[src/hdl/spa_pkg.sv]
// Shared types and constants of the sparse polynomial adder.
// Used by the front end, the command queue and the merge back end.
// No dependencies.
`default_nettype none

package spa_pkg;

	// Action codes as they arrive on the input channel.
	localparam logic [1:0] ACT_LOAD_FIRST  = 2'd0;
	localparam logic [1:0] ACT_LOAD_SECOND = 2'd1;
	localparam logic [1:0] ACT_MERGE       = 2'd2;

	// Command queue between the front end and the back end.
	localparam int unsigned QUEUE_DEPTH = 4;
	localparam int unsigned QPTR_W      = 2;

	localparam logic signed [31:0] COEFF_MAX = 32'sh7fff_ffff;
	localparam logic signed [31:0] COEFF_MIN = 32'sh8000_0000;

	typedef enum logic [1:0] {
		CMD_LOAD_FIRST,
		CMD_LOAD_SECOND,
		CMD_MERGE
	} cmd_kind_t;

	typedef struct packed {
		cmd_kind_t          kind;
		logic signed [31:0] coeff;
		logic [15:0]        power;
	} cmd_t;

	typedef struct packed {
		logic signed [31:0] coeff;
		logic [15:0]        power;
	} term_t;

	typedef enum logic {
		ST_IDLE,
		ST_MERGE
	} back_state_t;

endpackage

`default_nettype wire

[src/hdl/spa_cmd_queue.sv]
// Short command queue that decouples the front end from the back end.
// Depends on spa_pkg for the command type and the queue depth.
`default_nettype none

module spa_cmd_queue (
	input  wire logic          clk,
	input  wire logic          arst_n,
	input  wire logic          push,
	input  spa_pkg::cmd_t      push_cmd,
	output logic               full,
	input  wire logic          pop,
	output logic               head_valid,
	output spa_pkg::cmd_t      head_cmd
);
	import spa_pkg::*;

	cmd_t              entry_q [QUEUE_DEPTH];
	logic [QPTR_W-1:0] wr_ptr_q;
	logic [QPTR_W-1:0] rd_ptr_q;
	logic [QPTR_W:0]   fill_q;
	logic              do_push;
	logic              do_pop;

	assign full       = (fill_q == (QPTR_W+1)'(QUEUE_DEPTH));
	assign head_valid = (fill_q != '0);
	assign head_cmd   = entry_q[rd_ptr_q];
	assign do_push    = push && !full;
	assign do_pop     = pop && head_valid;

	always_ff @(posedge clk or negedge arst_n) begin
		if (!arst_n) begin
			wr_ptr_q <= '0;
			rd_ptr_q <= '0;
			fill_q   <= '0;
		end else begin
			if (do_push) begin
				wr_ptr_q <= wr_ptr_q + 1'b1;
			end
			if (do_pop) begin
				rd_ptr_q <= rd_ptr_q + 1'b1;
			end
			if (do_push && !do_pop) begin
				fill_q <= fill_q + 1'b1;
			end else if (do_pop && !do_push) begin
				fill_q <= fill_q - 1'b1;
			end
		end
	end

	always_ff @(posedge clk) begin
		if (do_push) begin
			entry_q[wr_ptr_q] <= push_cmd;
		end
	end

endmodule

`default_nettype wire

[src/hdl/spa_front.sv]
// Front end: takes items from the input channel, decodes the action and
// pushes commands into the queue. Depends on spa_pkg.
`default_nettype none

module spa_front (
	input  wire logic               clk,
	input  wire logic               arst_n,
	input  wire logic               in_valid,
	output logic                    in_stall,
	input  wire logic [1:0]         action,
	input  wire logic signed [31:0] coeff,
	input  wire logic [15:0]        power,
	output logic                    push,
	output spa_pkg::cmd_t           push_cmd,
	input  wire logic               q_full
);
	import spa_pkg::*;

	logic      valid_s1;
	logic      keep_s1;
	cmd_t      cmd_s1;
	logic      keep_d;
	cmd_kind_t kind_d;

	// Unused action codes are accepted and discarded without reaching the queue.
	always_comb begin
		keep_d = 1'b1;
		kind_d = CMD_MERGE;
		unique case (action)
			ACT_LOAD_FIRST:  kind_d = CMD_LOAD_FIRST;
			ACT_LOAD_SECOND: kind_d = CMD_LOAD_SECOND;
			ACT_MERGE:       kind_d = CMD_MERGE;
			default:         keep_d = 1'b0;
		endcase
	end

	assign in_stall = valid_s1 && keep_s1 && q_full;
	assign push     = valid_s1 && keep_s1 && !q_full;
	assign push_cmd = cmd_s1;

	always_ff @(posedge clk or negedge arst_n) begin
		if (!arst_n) begin
			valid_s1 <= 1'b0;
			keep_s1  <= 1'b0;
		end else if (!in_stall) begin
			valid_s1 <= in_valid;
			keep_s1  <= keep_d;
		end
	end

	always_ff @(posedge clk) begin
		if (!in_stall && in_valid) begin
			cmd_s1.kind  <= kind_d;
			cmd_s1.coeff <= coeff;
			cmd_s1.power <= power;
		end
	end

endmodule

`default_nettype wire

[src/hdl/spa_back.sv]
// Back end: holds the two term stores, runs the sorted merge and drives the
// output register. Depends on spa_pkg.
`default_nettype none

module spa_back #(
	parameter int unsigned TERM_DEPTH = 32
) (
	input  wire logic         clk,
	input  wire logic         arst_n,
	input  wire logic         head_valid,
	input  spa_pkg::cmd_t     head_cmd,
	output logic              pop,
	output logic              out_valid,
	input  wire logic         out_stall,
	output logic signed [31:0] sum_coeff,
	output logic [15:0]       sum_power,
	output logic              last,
	output logic              empty_res,
	output logic              saturated,
	output logic              dropped
);
	import spa_pkg::*;

	localparam int unsigned CW = $clog2(TERM_DEPTH + 1);
	localparam int unsigned AW = (TERM_DEPTH > 1) ? $clog2(TERM_DEPTH) : 1;
	localparam logic [CW-1:0] DEPTH_C = CW'(TERM_DEPTH);

	term_t       mem_first  [2**AW];
	term_t       mem_second [2**AW];
	term_t       rd_first_q;
	term_t       rd_second_q;
	term_t       wr_term;

	back_state_t state_q, state_d;
	logic [CW-1:0] cnt_first_q, cnt_second_q;
	logic [CW-1:0] idx_first_q, idx_second_q;
	logic [CW-1:0] idx_first_inc, idx_second_inc;
	logic [CW-1:0] idx_first_d, idx_second_d;
	logic          overflow_q;

	logic slot_free, emit, clear, advance, done;
	logic wr_first, wr_second, drop_load;
	logic has_first, has_second, take_first, take_second;
	logic step_first, step_second;
	logic signed [32:0] wide_sum;
	logic signed [31:0] res_coeff;
	logic [15:0]        res_power;
	logic               res_last, res_empty, res_sat;

	logic               out_valid_q;
	logic signed [31:0] sum_coeff_q;
	logic [15:0]        sum_power_q;
	logic               last_q, empty_res_q, saturated_q, dropped_q;

	assign slot_free = !out_valid_q || !out_stall;

	// Merge decision on the registered heads of both stores.
	assign has_first   = idx_first_q < cnt_first_q;
	assign has_second  = idx_second_q < cnt_second_q;
	assign take_first  = !has_second || (has_first && rd_first_q.power < rd_second_q.power);
	assign take_second = !take_first &&
		(!has_first || rd_second_q.power < rd_first_q.power);
	assign step_first  = advance && !take_second;
	assign step_second = advance && !take_first;
	assign wide_sum    = {rd_first_q.coeff[31], rd_first_q.coeff} +
		{rd_second_q.coeff[31], rd_second_q.coeff};

	assign idx_first_inc  = idx_first_q + CW'(step_first);
	assign idx_second_inc = idx_second_q + CW'(step_second);
	assign done = advance && (idx_first_inc >= cnt_first_q) &&
		(idx_second_inc >= cnt_second_q);
	assign idx_first_d  = done ? '0 : idx_first_inc;
	assign idx_second_d = done ? '0 : idx_second_inc;

	assign wr_term.coeff = head_cmd.coeff;
	assign wr_term.power = head_cmd.power;

	always_comb begin
		state_d   = state_q;
		pop       = 1'b0;
		emit      = 1'b0;
		clear     = 1'b0;
		advance   = 1'b0;
		wr_first  = 1'b0;
		wr_second = 1'b0;
		drop_load = 1'b0;
		res_coeff = '0;
		res_power = '0;
		res_last  = 1'b0;
		res_empty = 1'b0;
		res_sat   = 1'b0;
		unique case (state_q)
			ST_IDLE: begin
				if (head_valid) begin
					unique case (head_cmd.kind)
						CMD_LOAD_FIRST: begin
							pop       = 1'b1;
							wr_first  = cnt_first_q < DEPTH_C;
							drop_load = !(cnt_first_q < DEPTH_C);
						end
						CMD_LOAD_SECOND: begin
							pop       = 1'b1;
							wr_second = cnt_second_q < DEPTH_C;
							drop_load = !(cnt_second_q < DEPTH_C);
						end
						CMD_MERGE: begin
							if (slot_free) begin
								pop = 1'b1;
								if (cnt_first_q == '0 && cnt_second_q == '0) begin
									emit      = 1'b1;
									clear     = 1'b1;
									res_last  = 1'b1;
									res_empty = 1'b1;
								end else begin
									state_d = ST_MERGE;
								end
							end
						end
						default: pop = 1'b1;
					endcase
				end
			end
			ST_MERGE: begin
				if (slot_free) begin
					advance  = 1'b1;
					emit     = 1'b1;
					res_last = done;
					if (take_first) begin
						res_coeff = rd_first_q.coeff;
						res_power = rd_first_q.power;
					end else if (take_second) begin
						res_coeff = rd_second_q.coeff;
						res_power = rd_second_q.power;
					end else begin
						res_power = rd_first_q.power;
						if (wide_sum[32] != wide_sum[31]) begin
							res_sat   = 1'b1;
							res_coeff = wide_sum[32] ? COEFF_MIN : COEFF_MAX;
						end else begin
							res_coeff = wide_sum[31:0];
						end
					end
					if (done) begin
						clear   = 1'b1;
						state_d = ST_IDLE;
					end
				end
			end
			default: state_d = ST_IDLE;
		endcase
	end

	always_ff @(posedge clk or negedge arst_n) begin
		if (!arst_n) begin
			state_q <= ST_IDLE;
		end else begin
			state_q <= state_d;
		end
	end

	always_ff @(posedge clk or negedge arst_n) begin
		if (!arst_n) begin
			cnt_first_q  <= '0;
			cnt_second_q <= '0;
			idx_first_q  <= '0;
			idx_second_q <= '0;
			overflow_q   <= 1'b0;
			out_valid_q  <= 1'b0;
		end else begin
			idx_first_q  <= idx_first_d;
			idx_second_q <= idx_second_d;
			if (clear) begin
				cnt_first_q  <= '0;
				cnt_second_q <= '0;
				overflow_q   <= 1'b0;
			end else begin
				if (wr_first) begin
					cnt_first_q <= cnt_first_q + 1'b1;
				end
				if (wr_second) begin
					cnt_second_q <= cnt_second_q + 1'b1;
				end
				if (drop_load) begin
					overflow_q <= 1'b1;
				end
			end
			if (slot_free) begin
				out_valid_q <= emit;
			end
		end
	end

	// The stores read the next head every cycle into a register, so the merge sees
	// it in the next cycle; while idle the read address rests on entry zero.
	always_ff @(posedge clk) begin
		if (wr_first) begin
			mem_first[cnt_first_q[AW-1:0]] <= wr_term;
		end
		if (wr_second) begin
			mem_second[cnt_second_q[AW-1:0]] <= wr_term;
		end
		rd_first_q  <= mem_first[idx_first_d[AW-1:0]];
		rd_second_q <= mem_second[idx_second_d[AW-1:0]];
	end

	always_ff @(posedge clk) begin
		if (slot_free && emit) begin
			sum_coeff_q <= res_coeff;
			sum_power_q <= res_power;
			last_q      <= res_last;
			empty_res_q <= res_empty;
			saturated_q <= res_sat;
			dropped_q   <= overflow_q;
		end
	end

	assign out_valid = out_valid_q;
	assign sum_coeff = sum_coeff_q;
	assign sum_power = sum_power_q;
	assign last      = last_q;
	assign empty_res = empty_res_q;
	assign saturated = saturated_q;
	assign dropped   = dropped_q;

endmodule

`default_nettype wire

[src/hdl/sparse_polynomial_adder_unit.sv]
// Top level of the sparse polynomial adder.
// Instantiates spa_front, spa_cmd_queue and spa_back; depends on spa_pkg.
`default_nettype none

// The block holds two sparse polynomials of up to TERM_DEPTH terms each,
// loaded one term per item (action 0 for the first, 1 for the second, in
// ascending power), and a merge item (action 2) emits their sum as a run of
// result items ending with last set. Equal powers give the summed
// coefficient, saturated to 32 bits with saturated set, and a zero sum is
// still emitted. A merge of two empty polynomials gives a single item with
// empty_res and last set. Terms loaded into a full store are discarded, and
// dropped is then set on every item of the next merge run. Both stores are
// empty again after a merge. Action 3 is taken and ignored. Load items are
// taken at one per cycle while the queue has room. A merge emits one term
// per cycle unless the output stalls, up to twice TERM_DEPTH terms, as
// each store has a single read port and every emitted term advances at
// least one of them. A four-entry command queue sits between the input
// stage and the merge engine, so the input keeps taking items while a
// merge run is emitted, until the queue and the input register together
// hold five of them. The merge engine writes into a single output
// register, so it pauses for as long as a result waits there unaccepted.

module sparse_polynomial_adder_unit #(
	parameter int unsigned TERM_DEPTH = 32
) (
	input  wire logic               clk,
	input  wire logic               arst_n,
	input  wire logic               in_valid,
	output logic                    in_stall,
	input  wire logic [1:0]         action,
	input  wire logic signed [31:0] coeff,
	input  wire logic [15:0]        power,
	output logic                    out_valid,
	input  wire logic               out_stall,
	output logic signed [31:0]      sum_coeff,
	output logic [15:0]             sum_power,
	output logic                    last,
	output logic                    empty_res,
	output logic                    saturated,
	output logic                    dropped
);
	import spa_pkg::*;

	logic push, q_full, pop, head_valid;
	cmd_t push_cmd, head_cmd;

	spa_front u_front (
		.clk      (clk),
		.arst_n   (arst_n),
		.in_valid (in_valid),
		.in_stall (in_stall),
		.action   (action),
		.coeff    (coeff),
		.power    (power),
		.push     (push),
		.push_cmd (push_cmd),
		.q_full   (q_full)
	);

	spa_cmd_queue u_queue (
		.clk        (clk),
		.arst_n     (arst_n),
		.push       (push),
		.push_cmd   (push_cmd),
		.full       (q_full),
		.pop        (pop),
		.head_valid (head_valid),
		.head_cmd   (head_cmd)
	);

	spa_back #(
		.TERM_DEPTH (TERM_DEPTH)
	) u_back (
		.clk        (clk),
		.arst_n     (arst_n),
		.head_valid (head_valid),
		.head_cmd   (head_cmd),
		.pop        (pop),
		.out_valid  (out_valid),
		.out_stall  (out_stall),
		.sum_coeff  (sum_coeff),
		.sum_power  (sum_power),
		.last       (last),
		.empty_res  (empty_res),
		.saturated  (saturated),
		.dropped    (dropped)
	);

endmodule

`default_nettype wire

[config.mk]
export PLATFORM = sky130hd
export DESIGN_NAME = sparse_polynomial_adder_unit
export DESIGN_NICKNAME = d
export VERILOG_FILES = /design/src/hdl/spa_pkg.sv /design/src/hdl/spa_cmd_queue.sv /design/src/hdl/spa_front.sv /design/src/hdl/spa_back.sv /design/src/hdl/sparse_polynomial_adder_unit.sv
export SDC_FILE = /design/constraint.sdc
export NUM_CORES = 2
export LEC_CHECK = 0
export BUFFER_PORTS_ARGS = -buffer_cell sky130_fd_sc_hd__buf_2
export CAP_MARGIN = 5
export CORE_MARGIN = 3
export CORE_UTILIZATION = 40
export DETAILED_ROUTE_END_ITERATION = 10
export SLEW_MARGIN = 15
export SYNTH_ARGS = -nofsm -noshare
export SYNTH_HDL_FRONTEND = slang
export SYNTH_SLANG_ARGS = --single-unit
[constraint.sdc]
create_clock -name clk -period 8.3 [get_ports clk]
set_clock_uncertainty 0.15 [all_clocks]
set_input_delay 0.415 -clock clk [delete_from_list [all_inputs] [get_ports clk]]
set_output_delay 0.415 -clock clk [all_outputs]
set_load 0.02 [all_outputs]
==> impl_metrics.xml <==
<?xml version="1.0" encoding="UTF-8"?>
<metrics>
  <group name="detailed_routing">
    <metric name="routed-via-count" unit="">86500</metric>
    <metric name="drt_first_iter_violations" unit="">11400</metric>
    <metric name="detail-route-antenna-nets" unit="">0</metric>
    <metric name="detail_route.first_pass.iterations" unit="">8</metric>
    <metric name="wirelength" unit="mm">433</metric>
    <metric name="vias_per_cell" unit="">6.07</metric>
    <metric name="post-route-drc-count" unit="">0</metric>
    <metric name="routed_wire_per_std_cell" unit="µm">30.4</metric>
  </group>
  <group name="grt">
    <metric name="grt_start_max_net_pins" unit="">144</metric>
    <metric name="met2_global_route_usage" unit="%">36.5</metric>
    <metric name="grt_first_pass_wirelength" unit="mm">616</metric>
    <metric name="grt_use_met1" unit="%">31.9</metric>
    <metric name="met3_usage" unit="%">3.89</metric>
    <metric name="grt_util_all_layers" unit="%">23.1</metric>
    <metric name="grt_pass1_vias" unit="">84900</metric>
    <metric name="grt_overflow" unit="">0</metric>
    <metric name="grt_antenna_before_repair" unit="">23</metric>
    <metric name="most_used_routing_layer_in_global_routing" unit="">met2</metric>
  </group>
  <group name="floorplanning">
    <metric name="io_pins" unit="">108</metric>
    <metric name="start_util" unit="%">40.3</metric>
    <metric name="floorplan.die_area" unit="µm²">363000</metric>
    <metric name="std_cell_rows" unit="">218</metric>
    <metric name="vertical_die_dimension" unit="µm">603</metric>
    <metric name="die_outline_width" unit="µm">603</metric>
    <metric name="core_region_area" unit="µm²">353000</metric>
  </group>
  <group name="yosys">
    <metric name="avgSynthCellArea" unit="µm²">15.8</metric>
    <metric name="asyncSetResetFlopFracSynth" unit="%">1.03</metric>
    <metric name="synth-seq-area-share" unit="%">73.1</metric>
    <metric name="ys.flop_type" unit="">sky130_fd_sc_hd__edfxtp_1</metric>
    <metric name="synth-edff-count" unit="">3374</metric>
    <metric name="yosysUniqueCellTypes" unit="">73</metric>
    <metric name="synth_seq_cells" unit="">3506</metric>
    <metric name="postSynthCellCount" unit="">9032</metric>
    <metric name="post_syn_area" unit="µm²">142000</metric>
    <metric name="synth-warning-count" unit="">0</metric>
    <metric name="postSynthNetCount" unit="">9175</metric>
  </group>
  <group name="sta">
    <metric name="worst_tran_pin_value" unit="ns">1.21</metric>
    <metric name="timing.fmax" unit="MHz">130</metric>
    <metric name="final_max_slew_viol_count" unit="">0</metric>
    <metric name="period_utilization_post_route" unit="%">92.3</metric>
    <metric name="timing.final.hold_violations" unit="">0</metric>
    <metric name="setup_total_negative_slack" unit="ns">0</metric>
    <metric name="report.final.setup_viol" unit="">0</metric>
    <metric name="setup_repair_after_global_routing_missed_its_margin" unit="">false</metric>
    <metric name="finalCriticalPeriod" unit="ns">7.67</metric>
    <metric name="relSlewSlack" unit="%">19.4</metric>
  </group>
  <group name="cts">
    <metric name="numCtsBuffers" unit="">362</metric>
    <metric name="cts_setup_buffers" unit="">0</metric>
    <metric name="insertion_delay" unit="ns">0.96</metric>
    <metric name="worst_setup_hold_path_clk_slew" unit="ns">0.06</metric>
    <metric name="cts_max_path_buffers" unit="">4</metric>
    <metric name="ctsRootBufferMaster" unit="">sky130_fd_sc_hd__clkbuf_16</metric>
    <metric name="tritoncts" unit="">done</metric>
    <metric name="cts_hold_buf" unit="">93</metric>
    <metric name="post_cts_resized" unit="">0</metric>
    <metric name="ctsHtreeMaxLevel" unit="">5</metric>
    <metric name="cts_num_sinks" unit="">3506</metric>
  </group>
  <group name="layout">
    <metric name="share_of_layout_cells_above_drive_strength_1" unit="%">14.7</metric>
    <metric name="area_growth" unit="%">13.8</metric>
    <metric name="finish.net_count" unit="">9355</metric>
  </group>
  <group name="placement">
    <metric name="dp_hpwl" unit="mm">238</metric>
    <metric name="placement.io_buffers" unit="">107</metric>
    <metric name="place.gp.congestion" unit="">0.875</metric>
  </group>
  <group name="flow_run">
    <metric name="timing.max_cap.violations" unit="">0</metric>
  </group>
  <group name="worst_setup_path">
    <metric name="critical_path_endpoint_category" unit="">register</metric>
    <metric name="timing.critical_path.fanout_max" unit="">39</metric>
    <metric name="worstSetupPathType" unit="">reg2reg</metric>
    <metric name="cp.required" unit="ns">8.99</metric>
    <metric name="start_kind" unit="">register</metric>
    <metric name="timing.critical_path.arrival" unit="ns">8.36</metric>
  </group>
  <group name="hold_path">
    <metric name="holdCritPathClass" unit="">in2reg</metric>
  </group>
  <group name="outcome">
    <metric name="result_of_the_run" unit="">finished clean</metric>
  </group>
</metrics>
-- area by class of cell --
cell class,count,area [µm²]
Multi-Input combinational cell,4787,36100
Inverter,105,442
Sequential cell,3506,104000
Clock buffer,489,9930
Antenna cell,6,15.0
Clock inverter,180,1840
Timing Repair Buffer,450,3770
Fill cell,30200,191000
Tap cell,4730,5920
-- cell families after synthesis --
family	after synthesis	synth area share (%)
muxes	782	7.72
adders and majority gates	89	0.792
xor gates and xnor gates	51	0.314
DFF	3506	73.1
AOI/OAI and AO/OA	2342	11.3
and+or+nand+nor	1523	4.69
buffers and inverters	739	2.07
-- registers in the layout, indices dropped and copies added (netlist names), 2 cells and up --
register             cells
u_back.mem_first      1536
u_queue.entry_q        200
u_back.rd_first_q       48
u_back.sum_power        16
u_back.sum_coeff        32
u_back.rd_second_q      48
u_back.cnt_first_q       6
u_queue.rd_ptr_q         2
u_back.mem_second     1536
u_queue.wr_ptr_q         2
u_back.cnt_second_q      6
u_front.push_cmd        50
u_queue.fill_q           3
u_back.idx_second_q      6
u_back.idx_first_q       6
-- cell usage in the layout (no fill, tap or decap), types with 54 or more instances in the layout --
| cell type | n |
|---|---|
| sky130_fd_sc_hd__nand2b_1 | 100 |
| sky130_fd_sc_hd__o311ai_0 | 94 |
| sky130_fd_sc_hd__nor2_1 | 324 |
| sky130_fd_sc_hd__nor2_4 | 61 |
| sky130_fd_sc_hd__dlygate4sd3_1 | 93 |
| sky130_fd_sc_hd__dfxtp_1 | 96 |
| sky130_fd_sc_hd__o22ai_1 | 96 |
| sky130_fd_sc_hd__a21o_1 | 130 |
| sky130_fd_sc_hd__a211o_1 | 54 |
| sky130_fd_sc_hd__o21ai_0 | 249 |
| sky130_fd_sc_hd__mux2_2 | 102 |
| sky130_fd_sc_hd__clkbuf_16 | 368 |
| sky130_fd_sc_hd__edfxtp_1 | 3374 |
| sky130_fd_sc_hd__o211ai_1 | 168 |
| sky130_fd_sc_hd__buf_4 | 217 |
| sky130_fd_sc_hd__ha_1 | 83 |
| sky130_fd_sc_hd__and2_1 | 151 |
| sky130_fd_sc_hd__a21oi_1 | 648 |
| sky130_fd_sc_hd__mux4_2 | 241 |
| sky130_fd_sc_hd__a311oi_1 | 101 |
| sky130_fd_sc_hd__clkinv_1 | 55 |
| sky130_fd_sc_hd__and3_1 | 56 |
| sky130_fd_sc_hd__nand3_1 | 59 |
| sky130_fd_sc_hd__a211oi_1 | 242 |
| sky130_fd_sc_hd__inv_1 | 92 |
| sky130_fd_sc_hd__buf_2 | 107 |
| sky130_fd_sc_hd__mux2i_1 | 437 |
| sky130_fd_sc_hd__clkinv_2 | 61 |
| sky130_fd_sc_hd__a31oi_1 | 150 |
| sky130_fd_sc_hd__nand2_1 | 714 |
| sky130_fd_sc_hd__clkbuf_1 | 94 |
-- critical path, stage by stage (launching register included) --
cell and delay, ns:
sky130_fd_sc_hd__dfxtp_1 0.50, sky130_fd_sc_hd__inv_1 0.09, sky130_fd_sc_hd__ha_1 0.32, sky130_fd_sc_hd__a21o_1 0.18
sky130_fd_sc_hd__a21oi_1 0.41, sky130_fd_sc_hd__o221ai_1 0.36, sky130_fd_sc_hd__a32oi_1 0.69, sky130_fd_sc_hd__a221o_2 0.33
sky130_fd_sc_hd__nor2_1 0.09, sky130_fd_sc_hd__ha_4 0.54, sky130_fd_sc_hd__inv_8 0.21, sky130_fd_sc_hd__ha_1 0.34
sky130_fd_sc_hd__nand2b_1 0.17, sky130_fd_sc_hd__a2111oi_2 0.47, sky130_fd_sc_hd__o31ai_1 0.25, sky130_fd_sc_hd__nand3_4 0.44
sky130_fd_sc_hd__and2_4 0.71, sky130_fd_sc_hd__buf_4 0.55, sky130_fd_sc_hd__buf_4 0.34, sky130_fd_sc_hd__a31oi_1 0.07
sky130_fd_sc_hd__a32o_1 0.23
-- synth_stat cells, types with 69 or more instances --
library cell               instances  area [µm²]
sky130_fd_sc_hd__mux2_2          102        1150
sky130_fd_sc_hd__a21oi_1         649        3250
sky130_fd_sc_hd__nor2_1          385        1450
sky130_fd_sc_hd__a31oi_1         151         945
sky130_fd_sc_hd__mux4_2          243        5470
sky130_fd_sc_hd__a21o_1          130         976
sky130_fd_sc_hd__o311ai_0         94         823
sky130_fd_sc_hd__buf_2           109         546
sky130_fd_sc_hd__inv_1            95         357
sky130_fd_sc_hd__nand2b_1        100         626
sky130_fd_sc_hd__clkbuf_1        450        1690
sky130_fd_sc_hd__o21ai_0         249        1250
sky130_fd_sc_hd__mux2i_1         437        4370
sky130_fd_sc_hd__a311oi_1        101         885
sky130_fd_sc_hd__o22ai_1          96         601
sky130_fd_sc_hd__buf_1            69         259
sky130_fd_sc_hd__and2_1          157         982
sky130_fd_sc_hd__ha_1             87        1090
sky130_fd_sc_hd__nand2_1         718        2700
sky130_fd_sc_hd__o211ai_1        168        1260
sky130_fd_sc_hd__a211oi_1        242        1820
sky130_fd_sc_hd__dfxtp_1          96        1920
sky130_fd_sc_hd__edfxtp_1       3374      101000
-- final timing paths --
path | from | endpoint | slack (ns) | depth (start not counted)
max in group asynchronous | arst_n | u_queue.rd_ptr_q[0] | 6.84 | 4
worst min register to register | u_front.push_cmd[25] | u_queue.entry_q[3][25] | 0.35 | 0
min in group asynchronous | arst_n | u_back.idx_second_q[3] | 0.55 | 4
worst max register to register | u_back.rd_second_q[3] | u_back.rd_first_q[27] | 0.63 | 20
worst min-delay path | power[14] | u_front.push_cmd[14] | 0.06 | 2
worst max-delay path | u_back.rd_second_q[3] | u_back.rd_first_q[27] | 0.63 | 20
-- routing by layer --
metal / vias to the layer above / wire [µm]
met5: - / 9
met1: 44800 / 174000
met4: 2 / 18900
met3: 820 / 40700
met2: 4605 / 200000
li1: 36300 / -
-- per-stage QoR --
stage / util [%] / hold WS (ns) / instance area (µm²) / instances / worst slack [ns]
after floorplan: - / -0.0306 / 142000 / 9032 / 1.85
after global placement: 42.2 / 0.317 / 149000 / 13500 / 0.626
after detailed placement: 42.3 / 0.331 / 149000 / 13500 / 0.658
after CTS: 45.8 / 0.00483 / 162000 / 14200 / 0.639
after global routing: 45.9 / 0.0516 / 162000 / 14200 / 0.392
final: 45.9 / 0.0579 / 162000 / 14300 / 0.635
Power is not shown: default switching activity piles up to over one toggle a cycle in this logic, so the estimate is an artifact.
